## src/design/mft_pkg.sv

```systemverilog
package mft_pkg;

  // Defaults for the top-level parameters
  localparam int MOTOR_SLOTS_DEF = 8;
  localparam int GROUP_SLOTS_DEF = 8;

  // Field widths
  localparam int REQ_W     = 3;
  localparam int IDX_W     = 3;
  localparam int ANGLE_W   = 13;
  localparam int WORD_W    = 16;
  localparam int TEMP_W    = 8;
  localparam int TIME_W    = 32;
  localparam int TOTAL_W   = 32;
  localparam int MAP_W     = 8;
  localparam int MISS_W    = 3;
  localparam int STATUS_W  = 2;
  localparam int GMAP_W    = 24;
  localparam int GIDX_W    = 3;
  localparam int IN_DATA_W  = 88;
  localparam int OUT_DATA_W = 136;
  localparam int CFG_IDX_W  = 2;
  localparam int CFG_DATA_W = 32;

  // Angle unwrap thresholds
  localparam int ANGLE_LOW  = 2048;
  localparam int ANGLE_HIGH = 6144;
  localparam int ANGLE_SPAN = 8192;
  localparam int MISS_MAX   = 7;

  // Configuration reset values
  localparam logic [TIME_W-1:0] TIMEOUT_RST    = 32'd100000;
  localparam logic [MISS_W-1:0] MISS_LIMIT_RST = 3'd3;

  // Request kinds
  localparam logic [REQ_W-1:0] REQ_FRAME   = 3'd0;
  localparam logic [REQ_W-1:0] REQ_CHECK   = 3'd1;
  localparam logic [REQ_W-1:0] REQ_ENABLE  = 3'd2;
  localparam logic [REQ_W-1:0] REQ_DISABLE = 3'd3;
  localparam logic [REQ_W-1:0] REQ_ZERO    = 3'd4;
  localparam logic [REQ_W-1:0] REQ_CLEAR   = 3'd5;

  // Result status codes
  localparam logic [STATUS_W-1:0] ST_FRAME  = 2'd0;
  localparam logic [STATUS_W-1:0] ST_CHECK  = 2'd1;
  localparam logic [STATUS_W-1:0] ST_CMD    = 2'd2;
  localparam logic [STATUS_W-1:0] ST_ABSENT = 2'd3;

  // Configuration register indexes
  localparam logic [CFG_IDX_W-1:0] CFG_PRESENT = 2'd0;
  localparam logic [CFG_IDX_W-1:0] CFG_GROUPS  = 2'd1;
  localparam logic [CFG_IDX_W-1:0] CFG_TIMEOUT = 2'd2;
  localparam logic [CFG_IDX_W-1:0] CFG_MISSLIM = 2'd3;

  // Controller to datapath commands
  typedef struct packed {
    logic load_in;    // latch the input word, clear the drop accumulator
    logic commit;     // apply a frame or command and load its result
    logic walk_step;  // run the timeout test on the walk slot
    logic load_chk;   // load the result of a finished check
  } ctl_cmd_t;

  // Datapath to controller status
  typedef struct packed {
    logic new_chk;    // word on the input bus is a timeout check
    logic out_free;   // output register can take a result this cycle
  } dp_stat_t;

endpackage

```

## src/design/mft_ctrl.sv

```systemverilog
module mft_ctrl #(
  parameter int MOTOR_SLOTS = mft_pkg::MOTOR_SLOTS_DEF,
  parameter int SLOT_W      = (MOTOR_SLOTS > 1) ? $clog2(MOTOR_SLOTS) : 1
) (
  input  logic              clk,
  input  logic              rst_n,
  input  logic              in_tvalid,
  output logic              in_tready,
  input  mft_pkg::dp_stat_t stat,
  output mft_pkg::ctl_cmd_t cmd,
  output logic [SLOT_W-1:0] walk_slot
);
  import mft_pkg::*;

  localparam logic [1:0] S_IDLE  = 2'd0;
  localparam logic [1:0] S_EXEC  = 2'd1;
  localparam logic [1:0] S_WALK  = 2'd2;
  localparam logic [1:0] S_CDONE = 2'd3;
  localparam logic [SLOT_W-1:0] LAST_SLOT = SLOT_W'(MOTOR_SLOTS - 1);

  logic [1:0]        state_r, state_nxt;
  logic [SLOT_W-1:0] cnt_r, cnt_nxt;
  logic              accept;

  assign in_tready = (state_r == S_IDLE);
  assign accept    = in_tvalid && in_tready;
  assign walk_slot = cnt_r;

  // Sequence one word: execute, or walk the slots and report
  always_comb begin
    state_nxt     = state_r;
    cnt_nxt       = cnt_r;
    cmd.load_in   = accept;
    cmd.commit    = 1'b0;
    cmd.walk_step = 1'b0;
    cmd.load_chk  = 1'b0;
    case (state_r)
      S_IDLE: begin
        if (accept) begin
          cnt_nxt   = '0;
          state_nxt = stat.new_chk ? S_WALK : S_EXEC;
        end
      end
      S_EXEC: begin
        if (stat.out_free) begin
          cmd.commit = 1'b1;
          state_nxt  = S_IDLE;
        end
      end
      S_WALK: begin
        cmd.walk_step = 1'b1;
        if (cnt_r == LAST_SLOT) begin
          state_nxt = S_CDONE;
        end else begin
          cnt_nxt = cnt_r + 1'b1;
        end
      end
      S_CDONE: begin
        if (stat.out_free) begin
          cmd.load_chk = 1'b1;
          state_nxt    = S_IDLE;
        end
      end
      default: state_nxt = S_IDLE;
    endcase
  end

  always_ff @(posedge clk) begin
    if (!rst_n) begin
      state_r <= S_IDLE;
      cnt_r   <= '0;
    end else begin
      state_r <= state_nxt;
      cnt_r   <= cnt_nxt;
    end
  end

endmodule

```

## src/design/mft_dp.sv

```systemverilog
module mft_dp #(
  parameter int MOTOR_SLOTS = mft_pkg::MOTOR_SLOTS_DEF,
  parameter int GROUP_SLOTS = mft_pkg::GROUP_SLOTS_DEF,
  parameter int SLOT_W      = (MOTOR_SLOTS > 1) ? $clog2(MOTOR_SLOTS) : 1
) (
  input  logic                              clk,
  input  logic                              rst_n,
  input  logic                              cfg_we,
  input  logic [mft_pkg::CFG_IDX_W-1:0]     cfg_addr,
  input  logic [mft_pkg::CFG_DATA_W-1:0]    cfg_wdata,
  input  logic [mft_pkg::IN_DATA_W-1:0]     in_tdata,
  input  logic [mft_pkg::REQ_W-1:0]         in_tuser,
  output logic                              out_tvalid,
  input  logic                              out_tready,
  output logic [mft_pkg::OUT_DATA_W-1:0]    out_tdata,
  output logic [mft_pkg::STATUS_W-1:0]      out_tuser,
  input  mft_pkg::ctl_cmd_t                 cmd,
  input  logic [SLOT_W-1:0]                 walk_slot,
  output mft_pkg::dp_stat_t                 stat
);
  import mft_pkg::*;

  localparam logic [MOTOR_SLOTS-1:0] ONE_SLOT = MOTOR_SLOTS'(1);

  // Configuration registers
  logic [MAP_W-1:0]  present_r;
  logic [GMAP_W-1:0] group_map_r;
  logic [TIME_W-1:0] timeout_r;
  logic [MISS_W-1:0] miss_limit_r;

  // Latched input word
  logic [REQ_W-1:0]   req_r;
  logic [IDX_W-1:0]   idx_r;
  logic [ANGLE_W-1:0] angle_r;
  logic [WORD_W-1:0]  speed_r;
  logic [WORD_W-1:0]  current_r;
  logic [TEMP_W-1:0]  temp_r;
  logic [TIME_W-1:0]  now_r;

  // Per-slot state
  logic [ANGLE_W-1:0] prev_angle_r [MOTOR_SLOTS];
  logic [TOTAL_W-1:0] turn_r       [MOTOR_SLOTS];
  logic [TIME_W-1:0]  last_time_r  [MOTOR_SLOTS];
  logic [MISS_W-1:0]  miss_r       [MOTOR_SLOTS];
  logic [MOTOR_SLOTS-1:0] online_r, dropped_r, arrived_r, drop_acc_r;

  // Output register
  logic                  out_valid_r;
  logic [STATUS_W-1:0]   o_status_r;
  logic [IDX_W-1:0]      o_motor_r;
  logic [TOTAL_W-1:0]    o_total_r;
  logic [WORD_W-1:0]     o_speed_r;
  logic [WORD_W-1:0]     o_current_r;
  logic [TEMP_W-1:0]     o_temp_r;
  logic [TIME_W-1:0]     o_elapsed_r;
  logic [MAP_W-1:0]      o_full_r;
  logic                  o_rec_r;
  logic [MAP_W-1:0]      o_offline_r;
  logic [MAP_W-1:0]      o_online_r;

  // Execute-cycle signals
  logic [MOTOR_SLOTS-1:0] present_vec, slot_bit;
  logic [SLOT_W-1:0]      sel;
  logic                   idx_ok, hit, is_frame;
  logic [ANGLE_W-1:0]     cur_prev;
  logic [TOTAL_W-1:0]     cur_turn;
  logic [TIME_W-1:0]      cur_last;
  logic [MISS_W-1:0]      cur_miss;
  logic signed [14:0]     delta;
  logic [TOTAL_W-1:0]     turn_new;
  logic [TIME_W-1:0]      elapsed;
  logic                   rec;
  logic [MISS_W-1:0]      miss_frame;
  logic [MOTOR_SLOTS-1:0] ex_online, ex_dropped, ex_arrived, arr_set, clr_mask, mem;
  logic [MAP_W-1:0]       full;
  logic [STATUS_W-1:0]    ex_status;

  // Walk-step signals
  logic                   w_due;
  logic [MISS_W-1:0]      w_miss;
  logic                   w_drop;

  assign present_vec  = present_r[MOTOR_SLOTS-1:0];
  assign stat.new_chk = (in_tuser == REQ_CHECK);
  assign stat.out_free = !out_valid_r || out_tready;

  assign sel      = idx_r[SLOT_W-1:0];
  assign idx_ok   = (int'(idx_r) < MOTOR_SLOTS);
  assign hit      = idx_ok && present_r[idx_r];
  assign slot_bit = idx_ok ? (ONE_SLOT << idx_r) : '0;
  assign is_frame = (req_r == REQ_FRAME) && hit;

  assign cur_prev = prev_angle_r[sel];
  assign cur_turn = turn_r[sel];
  assign cur_last = last_time_r[sel];
  assign cur_miss = miss_r[sel];

  // Unwrap the angle step across the encoder rollover
  always_comb begin
    delta = $signed({2'b00, angle_r}) - $signed({2'b00, cur_prev});
    if (angle_r < ANGLE_W'(ANGLE_LOW) && cur_prev > ANGLE_W'(ANGLE_HIGH)) begin
      delta = delta + 15'sd8192;
    end else if (angle_r > ANGLE_W'(ANGLE_HIGH) && cur_prev < ANGLE_W'(ANGLE_LOW)) begin
      delta = delta - 15'sd8192;
    end
  end

  assign turn_new = cur_turn + {{(TOTAL_W-15){delta[14]}}, delta};
  assign elapsed  = (cur_last == '0) ? TIME_W'(1) : (now_r - cur_last);

  // Recover a dropped motor, or bleed off one miss
  assign rec        = (cur_miss > miss_limit_r);
  assign miss_frame = rec ? '0 : ((cur_miss != '0) ? (cur_miss - 1'b1) : '0);

  // Next bitmaps and status for a frame or command
  always_comb begin
    ex_online  = online_r;
    ex_dropped = dropped_r;
    arr_set    = arrived_r;
    ex_status  = ST_CMD;
    if (req_r <= REQ_CLEAR && !hit) begin
      ex_status = ST_ABSENT;
    end else begin
      case (req_r)
        REQ_FRAME: begin
          ex_status = ST_FRAME;
          arr_set   = arrived_r | slot_bit;
          if (rec) begin
            ex_online  = online_r | slot_bit;
            ex_dropped = dropped_r & ~slot_bit;
          end
        end
        REQ_ENABLE:  ex_online = online_r | slot_bit;
        REQ_DISABLE: ex_online = online_r & ~slot_bit;
        REQ_CLEAR:   ex_online = online_r | slot_bit;
        default: ;
      endcase
    end
  end

  // Find groups whose active members have all arrived
  always_comb begin
    full     = '0;
    clr_mask = '0;
    for (int g = 0; g < GROUP_SLOTS; g++) begin
      for (int s = 0; s < MOTOR_SLOTS; s++) begin
        mem[s] = (group_map_r[GIDX_W*s +: GIDX_W] == GIDX_W'(g)) &&
                 present_vec[s] && !ex_dropped[s];
      end
      if (mem != '0 && (arr_set & mem) == mem) begin
        full[g]  = 1'b1;
        clr_mask = clr_mask | mem;
      end
    end
    ex_arrived = arr_set & ~clr_mask;
  end

  // Timeout test for the slot under the walk
  assign w_due  = present_vec[walk_slot] && online_r[walk_slot] &&
                  ((now_r - last_time_r[walk_slot]) > timeout_r);
  assign w_miss = (miss_r[walk_slot] < MISS_W'(MISS_MAX)) ?
                  (miss_r[walk_slot] + 1'b1) : miss_r[walk_slot];
  assign w_drop = w_due && (w_miss > miss_limit_r);

  // Configuration writes
  always_ff @(posedge clk) begin
    if (!rst_n) begin
      present_r    <= '0;
      group_map_r  <= '0;
      timeout_r    <= TIMEOUT_RST;
      miss_limit_r <= MISS_LIMIT_RST;
    end else if (cfg_we) begin
      case (cfg_addr)
        CFG_PRESENT: present_r    <= cfg_wdata[MAP_W-1:0];
        CFG_GROUPS:  group_map_r  <= cfg_wdata[GMAP_W-1:0];
        CFG_TIMEOUT: timeout_r    <= cfg_wdata[TIME_W-1:0];
        CFG_MISSLIM: miss_limit_r <= cfg_wdata[MISS_W-1:0];
        default: ;
      endcase
    end
  end

  // Hold the accepted word
  always_ff @(posedge clk) begin
    if (cmd.load_in) begin
      req_r     <= in_tuser;
      idx_r     <= in_tdata[2:0];
      angle_r   <= in_tdata[15:3];
      speed_r   <= in_tdata[31:16];
      current_r <= in_tdata[47:32];
      temp_r    <= in_tdata[55:48];
      now_r     <= in_tdata[87:56];
    end
  end

  // Slot state: commit a frame or command, or advance the walk
  always_ff @(posedge clk) begin
    if (!rst_n) begin
      for (int s = 0; s < MOTOR_SLOTS; s++) begin
        prev_angle_r[s] <= '0;
        turn_r[s]       <= '0;
        last_time_r[s]  <= '0;
        miss_r[s]       <= '0;
      end
      online_r   <= '1;
      dropped_r  <= '0;
      arrived_r  <= '0;
      drop_acc_r <= '0;
    end else begin
      if (cmd.load_in) begin
        drop_acc_r <= '0;
      end
      if (cmd.commit) begin
        online_r  <= ex_online;
        dropped_r <= ex_dropped;
        // Arrival bits move only on a taken frame
        if (is_frame) begin
          arrived_r <= ex_arrived;
        end
        if (hit) begin
          case (req_r)
            REQ_FRAME: begin
              prev_angle_r[sel] <= angle_r;
              turn_r[sel]       <= turn_new;
              last_time_r[sel]  <= now_r;
              miss_r[sel]       <= miss_frame;
            end
            REQ_ZERO:  turn_r[sel] <= '0;
            REQ_CLEAR: miss_r[sel] <= '0;
            default: ;
          endcase
        end
      end
      if (cmd.walk_step && w_due) begin
        miss_r[walk_slot] <= w_miss;
        if (w_drop) begin
          dropped_r[walk_slot]  <= 1'b1;
          online_r[walk_slot]   <= 1'b0;
          drop_acc_r[walk_slot] <= 1'b1;
        end
      end
    end
  end

  // Output valid: set on load, drop on handshake
  always_ff @(posedge clk) begin
    if (!rst_n) begin
      out_valid_r <= 1'b0;
    end else if (cmd.commit || cmd.load_chk) begin
      out_valid_r <= 1'b1;
    end else if (out_tready) begin
      out_valid_r <= 1'b0;
    end
  end

  // Output payload
  always_ff @(posedge clk) begin
    if (cmd.commit) begin
      o_status_r  <= ex_status;
      o_motor_r   <= idx_r;
      o_total_r   <= is_frame ? turn_new : '0;
      o_speed_r   <= is_frame ? speed_r : '0;
      o_current_r <= is_frame ? current_r : '0;
      o_temp_r    <= is_frame ? temp_r : '0;
      o_elapsed_r <= is_frame ? elapsed : '0;
      o_full_r    <= is_frame ? full : '0;
      o_rec_r     <= is_frame && rec;
      o_offline_r <= '0;
      o_online_r  <= MAP_W'(ex_online & present_vec);
    end else if (cmd.load_chk) begin
      o_status_r  <= ST_CHECK;
      o_motor_r   <= idx_r;
      o_total_r   <= '0;
      o_speed_r   <= '0;
      o_current_r <= '0;
      o_temp_r    <= '0;
      o_elapsed_r <= '0;
      o_full_r    <= '0;
      o_rec_r     <= 1'b0;
      o_offline_r <= MAP_W'(drop_acc_r);
      o_online_r  <= MAP_W'(online_r & present_vec);
    end
  end

  assign out_tvalid = out_valid_r;
  assign out_tuser  = o_status_r;
  assign out_tdata  = {4'b0000, o_online_r, o_offline_r, o_rec_r, o_full_r, o_elapsed_r,
                       o_temp_r, o_current_r, o_speed_r, o_total_r, o_motor_r};

endmodule

```

## src/design/motor_feedback_tracker.sv

```systemverilog
// Channel | Handshake             | tuser             | tdata
// in_     | in_tvalid/in_tready   | req_type          | motor_index .. time_now
// out_    | out_tvalid/out_tready | status            | motor_out .. online_map
// cfg_    | cfg_we                | -                 | cfg_addr, cfg_wdata
//
// A frame or command is accepted, then one execute step updates the slot state
// and loads the output register once the output register is free.
// A timeout check walks every slot, one slot per cycle, then reports its result.
// rst_n is synchronous: slot state clears, all slots read online, config takes
// its defaults.
// A result waits in the output register; the next word is accepted meanwhile and
// waits in its last state until the output register is free.
module motor_feedback_tracker #(
  parameter int MOTOR_SLOTS = mft_pkg::MOTOR_SLOTS_DEF,
  parameter int GROUP_SLOTS = mft_pkg::GROUP_SLOTS_DEF
) (
  input  logic                           clk,
  input  logic                           rst_n,
  input  logic                           cfg_we,
  input  logic [mft_pkg::CFG_IDX_W-1:0]  cfg_addr,
  input  logic [mft_pkg::CFG_DATA_W-1:0] cfg_wdata,
  input  logic                           in_tvalid,
  output logic                           in_tready,
  // motor_index[2:0], raw_angle[15:3], raw_speed[31:16], raw_current[47:32],
  // raw_temp[55:48], time_now[87:56]
  input  logic [mft_pkg::IN_DATA_W-1:0]  in_tdata,
  // req_type[2:0]
  input  logic [mft_pkg::REQ_W-1:0]      in_tuser,
  output logic                           out_tvalid,
  input  logic                           out_tready,
  // motor_out[2:0], angle_total[34:3], speed_out[50:35], current_out[66:51],
  // temp_out[74:67], elapsed[106:75], groups_full[114:107], recovered[115],
  // newly_offline[123:116], online_map[131:124], zero pad[135:132]
  output logic [mft_pkg::OUT_DATA_W-1:0] out_tdata,
  // status[1:0]
  output logic [mft_pkg::STATUS_W-1:0]   out_tuser
);
  import mft_pkg::*;

  localparam int SLOT_W = (MOTOR_SLOTS > 1) ? $clog2(MOTOR_SLOTS) : 1;

  ctl_cmd_t          cmd;
  dp_stat_t          stat;
  logic [SLOT_W-1:0] walk_slot;

  mft_ctrl #(
    .MOTOR_SLOTS (MOTOR_SLOTS),
    .SLOT_W      (SLOT_W)
  ) u_ctrl (
    .clk       (clk),
    .rst_n     (rst_n),
    .in_tvalid (in_tvalid),
    .in_tready (in_tready),
    .stat      (stat),
    .cmd       (cmd),
    .walk_slot (walk_slot)
  );

  mft_dp #(
    .MOTOR_SLOTS (MOTOR_SLOTS),
    .GROUP_SLOTS (GROUP_SLOTS),
    .SLOT_W      (SLOT_W)
  ) u_dp (
    .clk        (clk),
    .rst_n      (rst_n),
    .cfg_we     (cfg_we),
    .cfg_addr   (cfg_addr),
    .cfg_wdata  (cfg_wdata),
    .in_tdata   (in_tdata),
    .in_tuser   (in_tuser),
    .out_tvalid (out_tvalid),
    .out_tready (out_tready),
    .out_tdata  (out_tdata),
    .out_tuser  (out_tuser),
    .cmd        (cmd),
    .walk_slot  (walk_slot),
    .stat       (stat)
  );

endmodule

```

## config.mk

```make
export PLATFORM = sky130hd
export DESIGN_NAME = motor_feedback_tracker
export DESIGN_NICKNAME = d
export VERILOG_FILES = /design/src/design/mft_pkg.sv /design/src/design/mft_ctrl.sv /design/src/design/mft_dp.sv /design/src/design/motor_feedback_tracker.sv
export SDC_FILE = /design/constraint.sdc
export NUM_CORES = 2
export LEC_CHECK = 0
export BUFFER_PORTS_ARGS = -buffer_cell sky130_fd_sc_hd__buf_2
export CORE_UTILIZATION = 50
export CTS_BUF_LIST = sky130_fd_sc_hd__clkbuf_8
export CTS_CLUSTER_DIAMETER = 50
export DETAILED_ROUTE_END_ITERATION = 8
export PLACE_DENSITY_LB_ADDON = 0.25
export SYNTH_ARGS = -nofsm -noshare
export SYNTH_HDL_FRONTEND = slang
export SYNTH_HIERARCHICAL = 1
export SYNTH_SLANG_ARGS = --single-unit
```

## constraint.sdc

```tcl
create_clock -name clk -period 7.2 [get_ports clk]
set_input_delay 1.44 -clock clk [delete_from_list [all_inputs] [get_ports clk]]
set_output_delay 1.44 -clock clk [all_outputs]
set_load 0.02 [all_outputs]
```

==> impl_results.md <==
* RePlAce Congestion at 0.967
* Site Rows at 115
* Gr ovfl total at 0
* DP Worst Slack at 0.266 ns
* Syn_area_per_cell at 12.2 um2
* H-tree levels at 4
* Hold_buf cts at 0
* Fillers at 8224
* Clk Latency, worst-skew pair at 0.87 ns
* CTS Root Cell: clkbuf_8
* Clock skew at 0.0565 ns
* Least-Margin Pin Slew at 1.27 ns
* Post-route clock period utilization at 0.925
* RSZ-0062 raised after global routing: no
* Final hold violations at 0
* Number of synthesized flops with an enable pin at 857
* Critical path class: reg2reg
* CTS tree: done
* Wirelength, routed at 154 mm
* Worst setup SP type: flop
* Core ar. at 98700 um2
* Ys Warns at 6
* IO Count at 270
* Register area share after synthesis at 0.561
* Routed Antenna Nets at 0
* Setup-failing EPs final at 0
* Post-Place Cell Area at 52800 um2
* Vias in the first global route at 35700
* Fin area at 56000 um2
* PostCTS Resize Cnt at 0
* Async SR Flop Fraction at 0
* Total power at 14.6 mW
* #FFs+latches synth at 973
* CTS sink count at 973
* CP Capture Type: flop
* Fin util at 0.567
* Crit Path Max Fanout at 12
* Pin count of the biggest net entering global routing at 142
* Pleak at 22.5 nW
* Multi-input logic area at 20600 um2
* Dpl hpwl at 98.6 mm
* Detailed Routing Iterations Pass 1 at 6
* Bufs on Longest Clock Path at 3
* Global-route wire length before repair at 227 mm
* Outcome: completed
* Residual DRC count at 0
* Initial core utilization at 0.507
* Max-cap violations at 0
* Setup TNS at 0 ns
* Antenna violations before repair at 11
* Power per standard cell area at 262 nW/um2
* Count of cell types in the netlist at 100
* Area growth from synthesis to layout at 12.0%
* Hold Crit Class: reg2reg
* Die height at 318 um
* Syn Inst Count at 4108
* Num CTS Buffers at 169
* Die Wd at 318 um
* # nets final at 4648
* IR drop worst, VDD at 168 uV
* CP required at 7.79 ns
* GRT Util Overall at 0.299
* Worst rel slew slack at 0.147
* Hold slack at 0.460 ns
* Detailed Route Iter0 Violations at 4669
* Total area of sequential cells at 28100 um2
* Die ar. at 101000 um2
* Main synth FF type: edfxtp_1
* Max-slew violation count at 0
* Post-Syn Area at 50000 um2
* DR vias at 36600
* Buffers added on ports at 265
* Final worst setup slack at 0.540 ns
* Critical path arrival at 7.25 ns
* FMAX at 0.150 GHz
* Placed cells at 5480
* Postcts setup bufs at 0
* Final non-filler cell total at 5788
* Drt wl/cell at 26.5 um
* Share of layout cells above drive strength 1 at 0.192
* Crit-path slowest cell: mux4_2
* Reg clk slew, reported paths at 0.06 ns
* Largest stage delay on the critical path at 0.53 ns
* Min cycle time layout at 6.66 ns
* DR vias/cell at 6.32
[logic make-up after synthesis]
logic type / Yosys count / share of synthesized area
buffers and inverters: 382 / 0.0302
adder cells (fa/ha/maj): 154 / 0.0391
multiplexers: 296 / 0.102
AO/OA/AOI/OAI: 688 / 0.0966
flip-flops: 973 / 0.561
XOR/XNOR: 94 / 0.0165
other: 1 / 0.0000750
AND/OR/NAND/NOR: 1520 / 0.155
[layout make-up]
class / count / area share
Sequential cell: 973 / 0.501
Tap cell: 1287 / 0.0288
Multi-Input combinational cell: 2756 / 0.369
Timing Repair Buffer: 370 / 0.0392
Clock buffer: 172 / 0.0423
Inverter: 94 / 0.00639
Antenna cell: 3 / 0.000134
Clock inverter: 133 / 0.0131
[Yosys cell counts (25+ instances only)]
| cell | instances | share of area |
|---|---|---|
| a22oi_1 | 121 | 0.018 |
| nand4_1 | 27 | 0.0034 |
| ha_1 | 150 | 0.038 |
| and3_1 | 413 | 0.052 |
| edfxtp_1 | 857 | 0.51 |
| mux4_2 | 165 | 0.074 |
| nand2b_1 | 40 | 0.0050 |
| a21o_1 | 52 | 0.0078 |
| nor3_1 | 60 | 0.0060 |
| clkbuf_1 | 237 | 0.018 |
| nor2b_1 | 48 | 0.0060 |
| a221oi_1 | 25 | 0.0044 |
| a21boi_0 | 51 | 0.0077 |
| buf_2 | 25 | 0.0025 |
| xnor2_1 | 64 | 0.011 |
| nand3_1 | 59 | 0.0059 |
| mux2i_1 | 88 | 0.018 |
| a21oi_1 | 121 | 0.012 |
| and2_1 | 54 | 0.0068 |
| nor2_1 | 420 | 0.032 |
| nand2_1 | 299 | 0.022 |
| inv_1 | 91 | 0.0068 |
| mux2_2 | 43 | 0.0097 |
| o21ai_0 | 89 | 0.0089 |
| dfxtp_1 | 116 | 0.046 |
| xor2_1 | 30 | 0.0053 |
[power breakdown]
part | switching [mW] | leakage, nW | internal [mW]
sequential | 0.180 | 9.70 | 6.37
clock | 2.37 | 1.85 | 2.33
combinational | 2.24 | 10.9 | 1.15
[state kept, by name, summed over array words and instances (netlist names), 13 cells and up, named ones only]
name	count
u_dp/angle_r	13
u_dp/group_map_r	24
u_dp/now_r	32
u_dp/miss_r	24
u_dp/last_time_r	256
u_dp/speed_r	16
u_dp/o_current_r	16
u_dp/o_speed_r	16
u_dp/turn_r	256
u_dp/o_elapsed_r	32
u_dp/o_total_r	32
u_dp/prev_angle_r	104
u_dp/current_r	16
u_dp/timeout_r	32
[routing by layer]
metal | part of all wire | vias to the layer above | global-route usage | routed length [um]
met5 | 0.00038 | - | 0 | 59
met2 | 0.45 | 2154 | 0.457 | 68900
li1 | - | 16100 | - | -
met4 | 0.031 | 10 | 0.110 | 4790
met3 | 0.11 | 323 | 0.0698 | 16500
met1 | 0.41 | 17900 | 0.417 | 63300
[path summary, 6_finish.rpt]
kind	startpoint	end	slack, ns	cells after the start
max reg2reg	flop	u_dp/turn_r[6][30]	0.54	29
min reg2reg	u_dp/drop_acc_r[5]	u_dp/drop_acc_r[5]	0.46	2
min	u_dp/drop_acc_r[5]	u_dp/drop_acc_r[5]	0.46	2
max	flop	u_dp/turn_r[6][30]	0.54	29
[worst max-delay path: cells and delay by family (launching register included)]
| kind | cells | cell delay, ns |
|---|---|---|
| XOR/XNOR | 1 | 0.16 |
| adder cells (fa/ha/maj) | 3 | 0.83 |
| AO/OA/AOI/OAI | 12 | 2.46 |
| flip-flops | 1 | 0.49 |
| buffers and inverters | 3 | 0.36 |
| multiplexers | 3 | 1.08 |
| AND/OR/NAND/NOR | 7 | 1.00 |
[cell usage in the layout, fill, tap and decap left out, types with 21 or more instances in the layout]
| cell | n |
|---|---|
| inv_1 | 165 |
| nand3_1 | 59 |
| mux4_2 | 165 |
| a22oi_1 | 121 |
| clkbuf_8 | 172 |
| nand2b_1 | 40 |
| xnor2_1 | 64 |
| clkinv_1 | 26 |
| nand2_1 | 296 |
| a21o_1 | 52 |
| buf_2 | 264 |
| dfxtp_1 | 111 |
| a21boi_0 | 51 |
| nor3_1 | 57 |
| ha_1 | 150 |
| o21ai_0 | 82 |
| o211ai_1 | 21 |
| edfxtp_1 | 857 |
| mux2_2 | 43 |
| nor2b_1 | 47 |
| mux2i_1 | 88 |
| buf_4 | 99 |
| nor2_1 | 416 |
| and2_1 | 48 |
| and3_1 | 410 |
| xor2_1 | 28 |
| nand4_1 | 27 |
| a221oi_1 | 25 |
| a21oi_1 | 120 |
No activity file was read; power rests on OpenSTA's default activity.
